--- src/rtl/dlrd_pkg.sv ---
// Shared types and constants for the delimiter run deframer.
// No dependencies; imported by every module of the block.
`timescale 1ns / 1ps
`default_nettype none

package dlrd_pkg;

	localparam int BYTE_W     = 8;
	localparam int CNT_W      = 4;
	localparam int CFG_IDX_W  = 2;
	localparam int CFG_DATA_W = 8;

	// Configuration register indexes.
	localparam logic [CFG_IDX_W-1:0] CFG_START_BYTE = 2'd0;
	localparam logic [CFG_IDX_W-1:0] CFG_END_BYTE   = 2'd1;
	localparam logic [CFG_IDX_W-1:0] CFG_RUN_LENGTH = 2'd2;

	// Input function codes.
	localparam logic FUNC_BYTE    = 1'b0;
	localparam logic FUNC_RELEASE = 1'b1;

	// Saturation limit of the end run counter.
	localparam logic [CNT_W-1:0] END_COUNT_MAX = 4'd15;

	typedef struct packed {
		logic              captured;
		logic [BYTE_W-1:0] position;
		logic [BYTE_W-1:0] data_byte;
		logic              frame_complete;
		logic [BYTE_W-1:0] frame_length;
		logic [BYTE_W-1:0] body_length;
		logic              too_short;
	} result_t;

endpackage

`default_nettype wire

--- src/rtl/dlrd_core.sv ---
// Deframer state: configuration registers, delimiter counters, write index and lock.
// Computes one result per request from the current state; depends on dlrd_pkg.
`timescale 1ns / 1ps
`default_nettype none

module dlrd_core
	import dlrd_pkg::*;
#(
	parameter int BUFFER_DEPTH = 256,
	parameter int MAX_RUN      = 8
) (
	input  wire logic                  clk,
	input  wire logic                  arst_n,
	input  wire logic                  cfg_write,
	input  wire logic [CFG_IDX_W-1:0]  cfg_index,
	input  wire logic [CFG_DATA_W-1:0] cfg_data,
	input  wire logic                  accept,
	input  wire logic                  func,
	input  wire logic [BYTE_W-1:0]     data_in,
	output result_t                    result
);

	localparam int IDX_W = $clog2(BUFFER_DEPTH);
	localparam logic [IDX_W-1:0] LastIdx = IDX_W'(BUFFER_DEPTH - 1);
	localparam logic [CNT_W-1:0] MaxRun  = CNT_W'(MAX_RUN);

	logic [BYTE_W-1:0] start_byte_q;
	logic [BYTE_W-1:0] end_byte_q;
	logic [CNT_W-1:0]  run_length_q;

	logic [CNT_W-1:0]  start_count_q;
	logic [CNT_W-1:0]  end_count_q;
	logic [IDX_W-1:0]  write_index_q;
	logic              locked_q;

	logic [CNT_W-1:0]  run;
	logic [CNT_W-1:0]  start_count_d;
	logic [CNT_W-1:0]  end_count_d;
	logic [IDX_W-1:0]  write_index_d;
	logic              locked_d;
	logic              capture;
	logic [BYTE_W-1:0] flen;
	logic [BYTE_W-1:0] run_plus_crc;

	always_comb begin
		if (run_length_q == '0) begin
			run = CNT_W'(1);
		end else if (run_length_q > MaxRun) begin
			run = MaxRun;
		end else begin
			run = run_length_q;
		end
	end

	assign capture      = (func == FUNC_BYTE) && !locked_q && (start_count_q >= run);
	assign run_plus_crc = BYTE_W'(run) + BYTE_W'(2);

	always_comb begin
		start_count_d = start_count_q;
		end_count_d   = end_count_q;
		write_index_d = write_index_q;
		locked_d      = locked_q;
		result        = '0;
		flen          = '0;

		if (func == FUNC_RELEASE) begin
			start_count_d = '0;
			end_count_d   = '0;
			write_index_d = '0;
			locked_d      = 1'b0;
		end else begin
			if (capture) begin
				result.captured  = 1'b1;
				result.position  = BYTE_W'(write_index_q);
				result.data_byte = data_in;
				if (data_in == end_byte_q) begin
					if (end_count_q < END_COUNT_MAX) begin
						end_count_d = end_count_q + CNT_W'(1);
					end
				end else begin
					end_count_d = '0;
				end
				write_index_d = (write_index_q == LastIdx) ? '0 : write_index_q + IDX_W'(1);
				if (end_count_d == run) begin
					locked_d              = 1'b1;
					flen                  = BYTE_W'(write_index_d);
					result.frame_complete = 1'b1;
					result.frame_length   = flen;
					if (flen < run_plus_crc) begin
						result.too_short = 1'b1;
					end else begin
						result.body_length = flen - run_plus_crc;
					end
				end
			end
			// The start counter runs on every received byte, even while capturing.
			if (data_in == start_byte_q) begin
				if (start_count_q < run) begin
					start_count_d = start_count_q + CNT_W'(1);
				end
			end else if (start_count_q < run) begin
				start_count_d = '0;
			end
		end
	end

	always_ff @(posedge clk or negedge arst_n) begin
		if (!arst_n) begin
			start_byte_q  <= '0;
			end_byte_q    <= '0;
			run_length_q  <= CNT_W'(3);
			start_count_q <= '0;
			end_count_q   <= '0;
			write_index_q <= '0;
			locked_q      <= 1'b0;
		end else begin
			if (cfg_write) begin
				case (cfg_index)
					CFG_START_BYTE: start_byte_q <= cfg_data;
					CFG_END_BYTE:   end_byte_q   <= cfg_data;
					CFG_RUN_LENGTH: run_length_q <= cfg_data[CNT_W-1:0];
					default: ;
				endcase
			end
			if (accept) begin
				start_count_q <= start_count_d;
				end_count_q   <= end_count_d;
				write_index_q <= write_index_d;
				locked_q      <= locked_d;
			end
		end
	end

endmodule

`default_nettype wire

--- src/rtl/dlrd_outbuf.sv ---
// Result register with a skid stage, so a new request is taken while a result waits.
// Depends on dlrd_pkg for the result type.
`timescale 1ns / 1ps
`default_nettype none

module dlrd_outbuf
	import dlrd_pkg::*;
(
	input  wire logic    clk,
	input  wire logic    arst_n,
	input  wire logic    push,
	input  wire result_t push_data,
	output logic         full,
	output logic         out_valid,
	input  wire logic    out_stall,
	output result_t      out_data
);

	logic    out_valid_q;
	result_t out_data_q;
	logic    skid_valid_q;
	result_t skid_data_q;
	logic    pop;

	assign pop       = out_valid_q && !out_stall;
	assign full      = skid_valid_q;
	assign out_valid = out_valid_q;
	assign out_data  = out_data_q;

	always_ff @(posedge clk or negedge arst_n) begin
		if (!arst_n) begin
			out_valid_q  <= 1'b0;
			skid_valid_q <= 1'b0;
		end else begin
			if (pop) begin
				if (skid_valid_q) begin
					skid_valid_q <= 1'b0;
				end else begin
					out_valid_q <= push;
				end
			end else if (push) begin
				if (!out_valid_q) begin
					out_valid_q <= 1'b1;
				end else begin
					skid_valid_q <= 1'b1;
				end
			end
		end
	end

	always_ff @(posedge clk) begin
		if (pop && skid_valid_q) begin
			out_data_q <= skid_data_q;
		end else if (push && (pop || !out_valid_q)) begin
			out_data_q <= push_data;
		end
		if (push && out_valid_q && !pop) begin
			skid_data_q <= push_data;
		end
	end

endmodule

`default_nettype wire

--- src/rtl/delimiter_run_deframer.sv ---
// Top level of the delimiter run deframer: request handshake, core state and result buffer.
// Depends on dlrd_pkg, dlrd_core and dlrd_outbuf.
//
//   channel  | direction | handshake            | payload
//   ---------+-----------+----------------------+------------------------------------------
//   input    | in        | in_valid / in_stall  | func, data_in
//   result   | out       | out_valid / out_stall| captured, position, data_byte,
//            |           |                      | frame_complete, frame_length, body_length,
//            |           |                      | too_short
//   config   | in        | cfg_write            | cfg_index, cfg_data
//
// One request per clock while in_stall is low; its result is computed combinationally from
// the counter state beside the compare-and-count update of the counters, and then registered.
// Reset clears the counters, write index, lock and buffer; registers return to 0, 0 and 3.
// A two-entry result buffer keeps taking requests while one result is stalled; in_stall
// rises only when both entries hold results.
`timescale 1ns / 1ps
`default_nettype none

module delimiter_run_deframer
	import dlrd_pkg::*;
#(
	parameter int BUFFER_DEPTH = 256,
	parameter int MAX_RUN      = 8
) (
	input  wire logic                  clk,
	input  wire logic                  arst_n,
	input  wire logic                  cfg_write,
	input  wire logic [CFG_IDX_W-1:0]  cfg_index,
	input  wire logic [CFG_DATA_W-1:0] cfg_data,
	input  wire logic                  in_valid,
	output logic                       in_stall,
	input  wire logic                  func,
	input  wire logic [BYTE_W-1:0]     data_in,
	output logic                       out_valid,
	input  wire logic                  out_stall,
	output logic                       captured,
	output logic [BYTE_W-1:0]          position,
	output logic [BYTE_W-1:0]          data_byte,
	output logic                       frame_complete,
	output logic [BYTE_W-1:0]          frame_length,
	output logic [BYTE_W-1:0]          body_length,
	output logic                       too_short
);

	logic    accept;
	logic    full;
	result_t result;
	result_t out_data;

	assign in_stall = full;
	assign accept   = in_valid && !full;

	dlrd_core #(
		.BUFFER_DEPTH(BUFFER_DEPTH),
		.MAX_RUN     (MAX_RUN)
	) u_core (
		.clk      (clk),
		.arst_n   (arst_n),
		.cfg_write(cfg_write),
		.cfg_index(cfg_index),
		.cfg_data (cfg_data),
		.accept   (accept),
		.func     (func),
		.data_in  (data_in),
		.result   (result)
	);

	dlrd_outbuf u_outbuf (
		.clk      (clk),
		.arst_n   (arst_n),
		.push     (accept),
		.push_data(result),
		.full     (full),
		.out_valid(out_valid),
		.out_stall(out_stall),
		.out_data (out_data)
	);

	assign captured       = out_data.captured;
	assign position       = out_data.position;
	assign data_byte      = out_data.data_byte;
	assign frame_complete = out_data.frame_complete;
	assign frame_length   = out_data.frame_length;
	assign body_length    = out_data.body_length;
	assign too_short      = out_data.too_short;

endmodule

`default_nettype wire

--- config.mk ---
export PLATFORM = sky130hd
export DESIGN_NAME = delimiter_run_deframer
export DESIGN_NICKNAME = d
export VERILOG_FILES = /design/src/rtl/dlrd_pkg.sv /design/src/rtl/dlrd_core.sv /design/src/rtl/dlrd_outbuf.sv /design/src/rtl/delimiter_run_deframer.sv
export SDC_FILE = /design/constraint.sdc
export NUM_CORES = 1
export LEC_CHECK = 0
export BUFFER_PORTS_ARGS = -buffer_cell sky130_fd_sc_hd__clkbuf_2
export CAP_MARGIN = 40
export CORE_UTILIZATION = 45
export DETAILED_ROUTE_END_ITERATION = 10
export PLACE_DENSITY_LB_ADDON = 0.1
export SLEW_MARGIN = 20
export SYNTH_ARGS = -nofsm -noshare
export SYNTH_HDL_FRONTEND = slang
export SYNTH_HIERARCHICAL = 1
export SYNTH_SLANG_ARGS = --single-unit
--- constraint.sdc ---
create_clock -name clk -period 4.1 [get_ports clk]
set_clock_uncertainty 0.2 [all_clocks]
set_input_delay 1.23 -clock clk [delete_from_list [all_inputs] [get_ports clk]]
set_output_delay 1.23 -clock clk [all_outputs]
set_load 0.01 [all_outputs]
Word-level counts from Yosys, hierarchy flattened
Index checks and enable logic that the tools add are counted.
- register bits after elaboration: 109
- bits of input ports: 24
- output and inout bits: 37
- $add $sub $neg: 5
- magnitude comparators: 5
- equality and inequality tests: 7
- muxes and demuxes: 31
- bitwise operators: 1
- reduce and logical (&&, ||, !) cells: 30
- operators with widths (operator ; count):
    35-bit two-way mux ; 4
    4-bit two-way mux ; 12
    8-bit two-way mux ; 4
    18-bit two-way mux ; 1
    8-bit equality test ; 2
    2-bit AND reduction ; 7
    2-bit nonzero test ; 6
    1-bit two-way mux ; 10
    4-bit by 1-bit adder with 4-bit output (second input constant) ; 2
    8-bit by 1-bit adder with 8-bit output (second input constant) ; 1
    8-bit equality test (second input constant) ; 1
    1-bit logical AND ; 8
    8-bit less-than comparator ; 1
    8-bit subtractor ; 1
    4-bit by 2-bit adder with 5-bit output (second input constant) ; 1
    1-bit zero test ; 5
    4-bit equality test ; 1
    4-bit >= comparator ; 1
    4-bit > comparator (second input constant) ; 1
    4-bit zero test ; 1
    4-bit less-than comparator ; 1
    4-bit less-than comparator (second input constant) ; 1
    3-bit AND reduction ; 1
    2-bit by 1-bit equality test with 1-bit output (second input constant) ; 1
    other kinds (5) ; 5

Logic depth before layout (Yosys ltp)
Gate-level depths: netlist of run 1.
- word-level depth: 13
- mapped depth: 15

By module
Netlist of run 1, hierarchy kept.
- by module, submodules not included (module ; instances ; cells each ; area an instance (um2) ; sequential area each (um2)):
    dlrd_outbuf ; 1 ; 119 ; 2753.9 ; 2152.1
    dlrd_core ; 1 ; 260 ; 2670.1 ; 928.4
    delimiter_run_deframer ; 1 ; 1 ; 13.8 ; 0.0

Worst setup path before layout of run 1
Ideal clock, no wire load.
- path type: input-to-reg
- from: input port in_valid
- to: register u_outbuf.out_data_q, in the netlist u_outbuf/out_data[0], enable pin
- data arrival time: 3.168 ns
- slack: 0.293 ns
- stages on the path: 3
- buffers on the path: 0
- cells stage by stage: nor2b_4 a21oi_1 a21oi_1
- longest elaborated chain between the ends: 3
- RTL lines (element ; line ; RTL):
    start: declaration ; delimiter_run_deframer.sv:31 ; input wire logic in_valid,
    1-bit logical AND ; delimiter_run_deframer.sv:52 ; assign accept = in_valid && !full;
    1-bit logical AND ; dlrd_outbuf.sv:54 ; end else if (push && (pop || !out_valid_q)) begin
    2-bit nonzero test (no source line) ; n/a ;
    end signal: assignment ; dlrd_outbuf.sv:53 ; out_data_q <= skid_data_q;
    end signal: assignment ; dlrd_outbuf.sv:55 ; out_data_q <= push_data;
    end: declaration ; dlrd_outbuf.sv:20 ; result_t out_data_q;
No other way between the ends.
A chain may end at the register's enable or synchronous reset.

==> results of run 1 <==
-- report_power, final --
| group | total [W] | switching (W) | internal, W |
|---|---|---|---|
| Combinational | 0.000903 | 0.000500 | 0.000403 |
| Clock | 0.000881 | 0.000376 | 0.000505 |
| Sequential | 0.00157 | 0.000123 | 0.00145 |
-- per-stage QoR --
stage / cells / power (W)
floorplan: 380 / 0.00221
global placement: 578 / 0.00249
detailed placement: 579 / 0.00252
CTS: 595 / 0.00341
global route: 595 / 0.00354
finish: 595 / 0.00336
-- critical path: cells and delay by family, from the launching register on --
kind	cells	cell delay [ns]
adders and majority gates	3	0.74
AOI/OAI and AO/OA	2	0.53
DFF	1	0.47
muxes	1	0.27
and+or+nand+nor	7	0.99
buffers and inverters	1	0.10
-- flip-flops by register name, indices dropped and copies added (netlist names) --
name / count
u_outbuf/full: 1
u_core/start_count_q: 4
u_core/write_index_q: 8
u_core/locked_q: 1
u_outbuf/skid_data_q: 35
u_outbuf/out_data: 35
u_core/run_length_q: 4
u_outbuf/out_valid: 1
u_core/start_byte_q: 8
u_core/end_count_q: 4
u_core/end_byte_q: 8
-- synth_stat cells, types with 9 or more instances --
| cell type | number | area (sq um) |
|---|---|---|
| mux2_4 | 30 | 450 |
| a22o_1 | 12 | 105 |
| xnor2_1 | 9 | 78.8 |
| xor2_1 | 10 | 87.6 |
| inv_1 | 16 | 60.1 |
| nor2_1 | 11 | 41.3 |
| edfxtp_1 | 70 | 2100 |
| dfrtp_1 | 37 | 926 |
| ha_1 | 13 | 163 |
| and2_1 | 22 | 138 |
| a21oi_1 | 11 | 55.1 |
| o21ai_0 | 10 | 50.1 |
| nand3_1 | 9 | 45.0 |
| mux2_2 | 26 | 293 |
-- path summary, 6_finish.rpt --
path	slack, ns	to	cells after the start
setup reg to reg	0.54	u_outbuf/out_data[4]	14
setup / recovery	0.54	u_outbuf/out_data[4]	14
max in group asynchronous	2.59	u_core/run_length_q[0]	2
hold reg to reg	0.33	u_core/start_byte_q[0]	1
min in group asynchronous	0.58	u_core/start_byte_q[4]	1
hold / removal	0.33	u_core/start_byte_q[0]	1
-- cells by family (layout without fill, tap and decap cells) --
logic type,after synthesis,after routing
XOR/XNOR,26,26
other,1,1
multiplexers,58,58
AO/OA/AOI/OAI,51,51
AND/OR/NAND/NOR,93,93
flip-flops,109,109
adder cells (fa/ha/maj),14,14
buffers and inverters,28,100
-- routing by layer --
layer	global-route usage (%)	share of wire, %	vias to the layer above	routed length [microns]
li1	-	-	1557	-
met1	22.3	47	1560	4580
met2	28.3	48	58	4660
met3	3.05	3.2	14	309
met4	8.11	1.7	0	161
met5	0	0	-	0
-- cell type report --
class                      instances  share of cell area, %
clock buffer                      12                   4.12
clock inverter                     4                  0.763
inverter                          16                  0.964
multi-input combinational        243                   35.9
sequential                       109                   49.4
tap                              143                   2.87
timing repair buffer              68                   5.98
-- placed cells by master, fill, tap and decap left out, types with 11 or more instances in the layout --
cell type and n:
ha_1 13, edfxtp_1 70, and2_1 22, mux2_2 26, a22o_1 12, nor2_1 11, clkbuf_2 60, dfrtp_1 37
mux2_4 30, inv_1 16
==> results.tsv, run 1 <==
metric	value	unit
post-synth cell types	56	
Clk Latency, worst-skew pair	0.35	ns
EDFF count, synth	70	
hpwl dp	6980	microns
Die Ht	112	microns
CP required	4.00	ns
Max Transition Viols Final	0	
Die ar.	0.0125	sq mm
maximum clock frequency	0.281	GHz
CP Cell Sequence	ha_1 > nand3_1 > nor2_1 > nor2_1 > inv_1 > ha_1 > fa_1 > nor2b_1 > o21ai_0 > nand2b_1 > a211o_1 > nor3_4 > nor4b_1 > mux2_4	
Synth Area in Compound Gates	6.93	%
first-pass GRT wire length	16500	microns
fin nets	485	
Pleak	2.64	nW
Cells after Synth	380	
gr usage total	17.3	%
worst hold path class	flip-flop to flip-flop	
Final min period	3.56	ns
n_diodes	0	
clock root cell	clkbuf_16	
combinational family with the most area after synthesis	multiplexers	
number of I/O port buffers	60	
post-placement worst setup slack	0.204	ns
hold slack	0.328	ns
Max-cap violations	0	
DR iter-0 viols	132	
min setup slack post-route	0.540	ns
slowest stage delay, CP	0.47	ns
routability cong.	0.820	
asr flop ratio synth	35.8	%
fraction of layout cells with a size suffix above 1	36.3	%
core footprint	0.0116	sq mm
Worst-path clk slew	0.07	ns
TritonRoute pass-1 iters	7	
crit path kind	flip-flop to flip-flop	
clk sinks	109	
cts bufs inserted	9	
post-synthesis adder-cell area fraction	3.36	%
status	complete, but fails checks	
utilization after layout	53.7	%
Post-CTS Setup Bufs	0	
Post-synth top flop	edfxtp_1	
Synth Area in Simple Gates	11.2	%
Final Cycle Share	86.8	%
syn avg cell area	14.3	sq um
Slowest-stage cell, CP	dfrtp_1	
CTS Buffer Depth	2	
RSZ-0062 raised after global routing	false	
Resize count post-CTS	0	
# rows	39	
Setup violations, final	0	
overflow left after global routing	0	
vias in the first global route	3243	
maximum vdd drop	0.216	mV
multiplexer share of the synthesized area	14.0	%
CTS tree	built	
measured slew at the worst slew-check pin	0.779	ns
Crit path arrival time	3.46	ns
sequential fraction of the synthesis area	56.6	%
hold path start	u_core/start_byte_q[0]	
crit path launch type	flip-flop	
number of nets with antenna violations after routing	0	
CTS H-Tree Depth	3	
multi-input combinational cell area	0.00223	sq mm
Final Hold Viols	0	
Crit. End Element	flip-flop	
YS warnings	6	
Starting Density	46.8	%
Worst R2R Start	u_core/write_index_q[0]	
Area growth syn-to-layout	14.6	%
Worst Setup SP	u_core/write_index_q[0]	
DRC errors left	5	
pwr dens	538	mW/mm^2
# IOs	61	
Die W	112	microns
DR vias/cell	5.36	
Routed WL	9710	microns
cts hold-fix bufs	0	
initial antenna violation count	0	
setup_tns	0	ns
failing checks	DRC	
FF/Latch Area	0.00308	sq mm
Layout fillers	1002	
Max-slew headroom	47.5	%
#FFs+latches synth	109	
Finished Cell Area	0.00623	sq mm
synthesized area	0.00544	sq mm
post-place instance area	0.00593	sq mm
post-synthesis xor/xnor area fraction	5.15	%
pin count of the biggest net entering global routing	36	
wire per inst	16.3	microns
Crit Path Max Fanout	7	
via count	3189	
syn_nets	418	
(Power assumes the default switching activity.)
==> run 2: changes to the inputs <==
Settings changed: ABC_AREA set to 1, CORE_UTILIZATION 45 to 39, GPL_TIMING_DRIVEN set to 0.
==> results.tsv, run 2 <==
metric	value	unit
status	finished clean	
DR iter-0 viols	270	
CTS H-Tree Depth	3	
top cell type's share of synthesized area	38.3	%
syn avg cell area	9.17	sq um
hold path start	u_core/run_length_q[0]	
first-pass GRT wire length	20400	microns
r2r setup slk	0.68	ns
maximum clock frequency	0.292	GHz
cts hold-fix bufs	0	
YS warnings	6	
utilization after layout	47.3	%
commonest non-fill, non-tap cells in the layout	172 x nand2_1, 70 x edfxtp_1, 67 x inv_1	
Area growth syn-to-layout	16.1	%
fraction of layout cells with a size suffix above 1	18.5	%
Max-slew headroom	56.4	%
Crit Reg-Reg Endpoint	u_outbuf/out_data[5]	
maximum vdd drop	0.197	mV
most frequent cell after synthesis	nand2_1	
Final Cycle Share	83.5	%
# rows	42	
Worst R2R Start	u_core/write_index_q[0]	
measured slew at the worst slew-check pin	0.647	ns
Die ar.	0.0145	sq mm
Die W	121	microns
Cells after DPL	836	
fin nets	710	
syn_nets	636	
worst hold path cell count	2	
Post-Layout Cell Count	853	
synth top area cells	edfxtp_1 38%, dfrtp_1 17%, nand2_1 12%, inv_1 4.6%, nand4_1 4.4%	
synthesized area	0.00549	sq mm
number of I/O port buffers	60	
# IOs	61	
Die Ht	121	microns
Worst-path clk slew	0.07	ns
Starting Density	40.8	%
crit path launch type	flip-flop	
DRC errors left	0	
gr usage total	18.4	%
crit path kind	flip-flop to flip-flop	
Hold Crit Endpoint	u_core/run_length_q[0]	
initial antenna violation count	0	
CP required	4.13	ns
overflow left after global routing	0	
vias in the first global route	4129	
Slowest-stage cell, CP	fa_1	
TritonRoute pass-1 iters	5	
Post-CTS Setup Bufs	0	
Setup violations, final	0	
Crit path arrival time	3.45	ns
Cells after Synth	598	
EDFF count, synth	70	
n_diodes	0	
asr flop ratio synth	35.8	%
most frequent CP cell	nand2_1	
Post-synth top cells	173 x nand2_1, 70 x edfxtp_1, 67 x inv_1	
R2R cell count	16	
Final Hold Viols	0	
worst hold path class	flip-flop to flip-flop	
DR vias/cell	4.98	
dominant cell type by area after synthesis	edfxtp_1	
pin count of the biggest net entering global routing	36	
CP Cell Sequence	ha_1 > nand2_1 > nor2_1 > nand4_1 > nand2_1 > ha_1 > fa_1 > o21ai_0 > a21oi_1 > nand2_1 > inv_1 > nand3_1 > nand4_2 > nor2_1 > nand2_1 > nand2_1	
commonest non-fill, non-tap cell in the layout	nand2_1	
RSZ-0062 raised after global routing	false	
clk sinks	109	
via count	4250	
hpwl dp	9150	microns
Max Transition Viols Final	0	
CTS Buffer Depth	2	
clock root cell	clkbuf_16	
core footprint	0.0135	sq mm
Routed WL	12100	microns
Resize count post-CTS	0	
setup_tns	0	ns
Final min period	3.42	ns
Pleak	2.97	nW
Crit Path Max Fanout	7	
Clk Latency, worst-skew pair	0.36	ns
number of nets with antenna violations after routing	0	
cts bufs inserted	9	
Post-synth top flop	edfxtp_1	
sequential fraction of the synthesis area	56.2	%
wire per inst	14.1	microns
Max-cap violations	0	
pwr dens	541	mW/mm^2
CTS tree	built	
Crit. End Element	flip-flop	
routability cong.	0.814	
total power	0.00345	W
#FFs+latches synth	109	
post-synth cell types	37	
slowest stage delay, CP	0.40	ns
[run 2: worst max path at each step]
stage	start	endpoint	slack [ns]	cells after the start
2_1_floorplan	out_stall	u_outbuf/skid_data_q[0]	0.40	4
3_3_place_gp	in_valid	u_outbuf/skid_data_q[3]	-0.53	5
3_5_place_dp	u_core/write_index_q[0]	u_outbuf/out_data[5]	0.69	16
4_1_cts	u_core/write_index_q[0]	u_outbuf/out_data[5]	0.67	16
5_1_grt	u_core/write_index_q[0]	u_outbuf/out_data[3]	0.37	16
6_report	u_core/write_index_q[0]	u_outbuf/out_data[5]	0.68	16
[run 2: cell families (layout without fill, tap and decap cells)]
logic type	after synthesis	count (layout)	share of synthesized area, %
xor gates and xnor gates	15	15	2.39
buffers and inverters	93	172	7.05
DFF	109	109	56.2
and+or+nand+nor	308	308	25.3
other	1	1	0.0684
adders and majority gates	14	14	3.33
AOI/OAI and AO/OA	58	58	5.70
[run 2: through the flow]
step / hold WS [ns] / setup slack, ns / area [sq um]
4_1_cts: 0.295 / 0.669 / 6340
2_1_floorplan: 0.267 / 0.404 / 5490
3_5_place_dp: 0.285 / 0.685 / 6070
6_report: 0.294 / 0.677 / 6370
5_1_grt: 0.311 / 0.375 / 6370
3_3_place_gp: 0.289 / -0.534 / 6010
[run 2: power breakdown]
group / switching (W) / internal, W
Clock: 0.000391 / 0.000429
Combinational: 0.000724 / 0.000379
Sequential: 0.0000794 / 0.00144
[run 2: area by class of cell]
cell class / instances / area, sq um
inverter: 71 / 267
timing repair buffer: 63 / 383
clock buffer: 12 / 246
clock inverter: 4 / 23.8
fill: 1318 / 7080
multi-input combinational: 396 / 2030
tap: 176 / 220
buffer: 22 / 120
sequential: 109 / 3080
[run 2: layer usage]
layer	track usage (%)	share of wire (%)	wire length, microns
met5	0	0	0
met3	3.30	3.9	466
met4	8.56	2.1	250
met1	24.4	47	5640
met2	29.4	47	5710
[run 2: critical path: cells and delay by family, from the launching register on]
kind	cells	cell delay, ns
compound gates	2	0.43
flops	1	0.38
fa+ha+maj	3	0.88
simple gates	10	1.33
buf+inv	1	0.06
==> run 3: changes to the inputs <==
Clock period 4.1 ns to 3.05 ns, I/O delays scaled along.
==> results.tsv, run 3 (synthesis results as in run 2) <==
metric	value	unit
post-placement worst setup slack	-0.392	ns
CTS H-Tree Depth	3	
Worst-path clk slew	0.07	ns
Die ar.	0.0145	sq mm
TritonRoute pass-1 iters	4	
first-pass GRT wire length	20400	microns
Setup violations, final	0	
worst hold path class	flip-flop to flip-flop	
CTS Buffer Depth	2	
commonest non-fill, non-tap cells in the layout	170 x nand2_1, 70 x edfxtp_1, 64 x inv_1	
Worst R2R Start	u_core/write_index_q[1]	
pwr dens	750	mW/mm^2
pin count of the biggest net entering global routing	36	
Hold Crit Endpoint	u_core/run_length_q[0]	
Crit path arrival time	2.87	ns
hold path start	u_core/run_length_q[0]	
# rows	42	
gr usage total	18.4	%
status	finished clean	
DRC errors left	0	
initial antenna violation count	0	
Max-cap violations	0	
maximum clock frequency	0.338	GHz
clock root cell	clkbuf_16	
Area growth syn-to-layout	22.3	%
Die W	121	microns
CP required	2.96	ns
FF/Latch Area	0.00308	sq mm
CP Cell Sequence	ha_2 > nand2_4 > nor2_4 > nand4_1 > nand3b_1 > inv_2 > ha_4 > a21oi_2 > o21ai_2 > a21oi_2 > nand2_1 > inv_2 > nand3_4 > nand4_4 > buf_12 > nor2_4 > nand2_1 > nand2_1	
Cells after DPL	836	
cts bufs inserted	9	
setup_tns	0	ns
Slowest-stage cell, CP	dfrtp_1	
Max-slew headroom	53.4	%
Routed WL	12200	microns
crit path kind	flip-flop to flip-flop	
fin nets	722	
Final Cycle Share	97.0	%
min setup slack post-route	0.0926	ns
slowest stage delay, CP	0.39	ns
Final Hold Viols	0	
CTS tree	built	
crit path launch type	flip-flop	
utilization after layout	49.9	%
number of I/O port buffers	60	
measured slew at the worst slew-check pin	0.692	ns
fraction of layout cells with a size suffix above 1	24.4	%
worst hold path cell count	2	
Worst Setup SP	u_core/write_index_q[1]	
vias in the first global route	4205	
routability cong.	0.833	
core footprint	0.0135	sq mm
RSZ-0062 raised after global routing	true	
Layout fillers	1300	
Clk Latency, worst-skew pair	0.35	ns
number of nets with antenna violations after routing	0	
r2r setup slk	0.09	ns
maximum vdd drop	0.363	mV
Crit Reg-Reg Endpoint	u_outbuf/out_data[8]	
Max Transition Viols Final	0	
clk sinks	109	
multi-input combinational cell area	0.00220	sq mm
R2R cell count	18	
Die Ht	121	microns
commonest non-fill, non-tap cell in the layout	nand2_1	
wire per inst	14.1	microns
Final min period	2.96	ns
n_diodes	0	
Crit Path Max Fanout	7	
via count	4272	
hpwl dp	9190	microns
DR vias/cell	4.94	
# IOs	61	
DR iter-0 viols	206	
most frequent CP cell	nand2_1	
Starting Density	40.8	%
Post-Layout Cell Count	864	
total power	0.00503	W
overflow left after global routing	0	
Crit. End Element	flip-flop	
Pleak	3.08	nW
-- run 3: cell types whose count changed in the layout (fill, tap and decap cells not counted), moves of 3 or more --
cell,delta
a21oi_2,+4
ha_1,-4
nor2_1,-10
a21oi_1,-4
clkbuf_1,-3
buf_4,+10
nor2_4,+9
inv_1,-3
-- run 3: how the worst max path moves through the flow --
stage                                    to  slack (ns)  cells after the start
finish                 u_outbuf/out_data[8]        0.09                     18
global route           u_outbuf/out_data[8]       -0.03                     18
CTS                    u_outbuf/out_data[6]       -0.02                     16
detailed placement     u_outbuf/out_data[5]       -0.39                     16
global placement    u_outbuf/skid_data_q[3]       -0.43                      5
floorplan              u_outbuf/out_data[5]        0.20                     16
-- run 3: area by class of cell --
cell class / count / share of cell area [%]
Sequential cell: 109 / 45.9
Multi-Input combinational cell: 396 / 32.9
Timing Repair Buffer: 75 / 7.43
Inverter: 71 / 4.03
Clock buffer: 9 / 3.36
Tap cell: 176 / 3.28
Buffer: 22 / 1.81
Clock inverter: 6 / 1.29
-- run 3: worst max-delay path: cells and delay by family (launching register included) --
kind	cells	cell delay, ns
flops	1	0.39
fa+ha+maj	2	0.45
buf+inv	3	0.31
simple gates	10	1.01
compound gates	3	0.34
-- run 3: layer usage --
metal / part of all wire (%) / GRT usage (%)
met2: 49 / 30.5
met5: 0 / 0
met4: 1.8 / 8.41
met3: 3.3 / 2.64
met1: 45 / 23.8
-- run 3: repair_timing --
item | in CTS | in global routing
hold buffers | 0 | 0
gates resized for setup | 14 | 32
cloned | 0 | 0
setup endpoints to repair | 35 | 50
buffers inserted | 3 | 9
pin swaps | 4 | 11
-- run 3: report_power, final --
group	total, W	switching [W]	internal (W)
logic	0.00173	0.00109	0.000639
clock network	0.00125	0.000531	0.000715
registers	0.00206	0.000113	0.00194
-- run 3: metrics by stage --
| stage | hold WS (ns) | cell area [sq um] |
|---|---|---|
| 3_3_place_gp | 0.289 | 6010 |
| 6_report | 0.300 | 6710 |
| 2_1_floorplan | 0.267 | 5490 |
| 5_1_grt | 0.320 | 6710 |
| 4_1_cts | 0.306 | 6460 |
| 3_5_place_dp | 0.294 | 6070 |
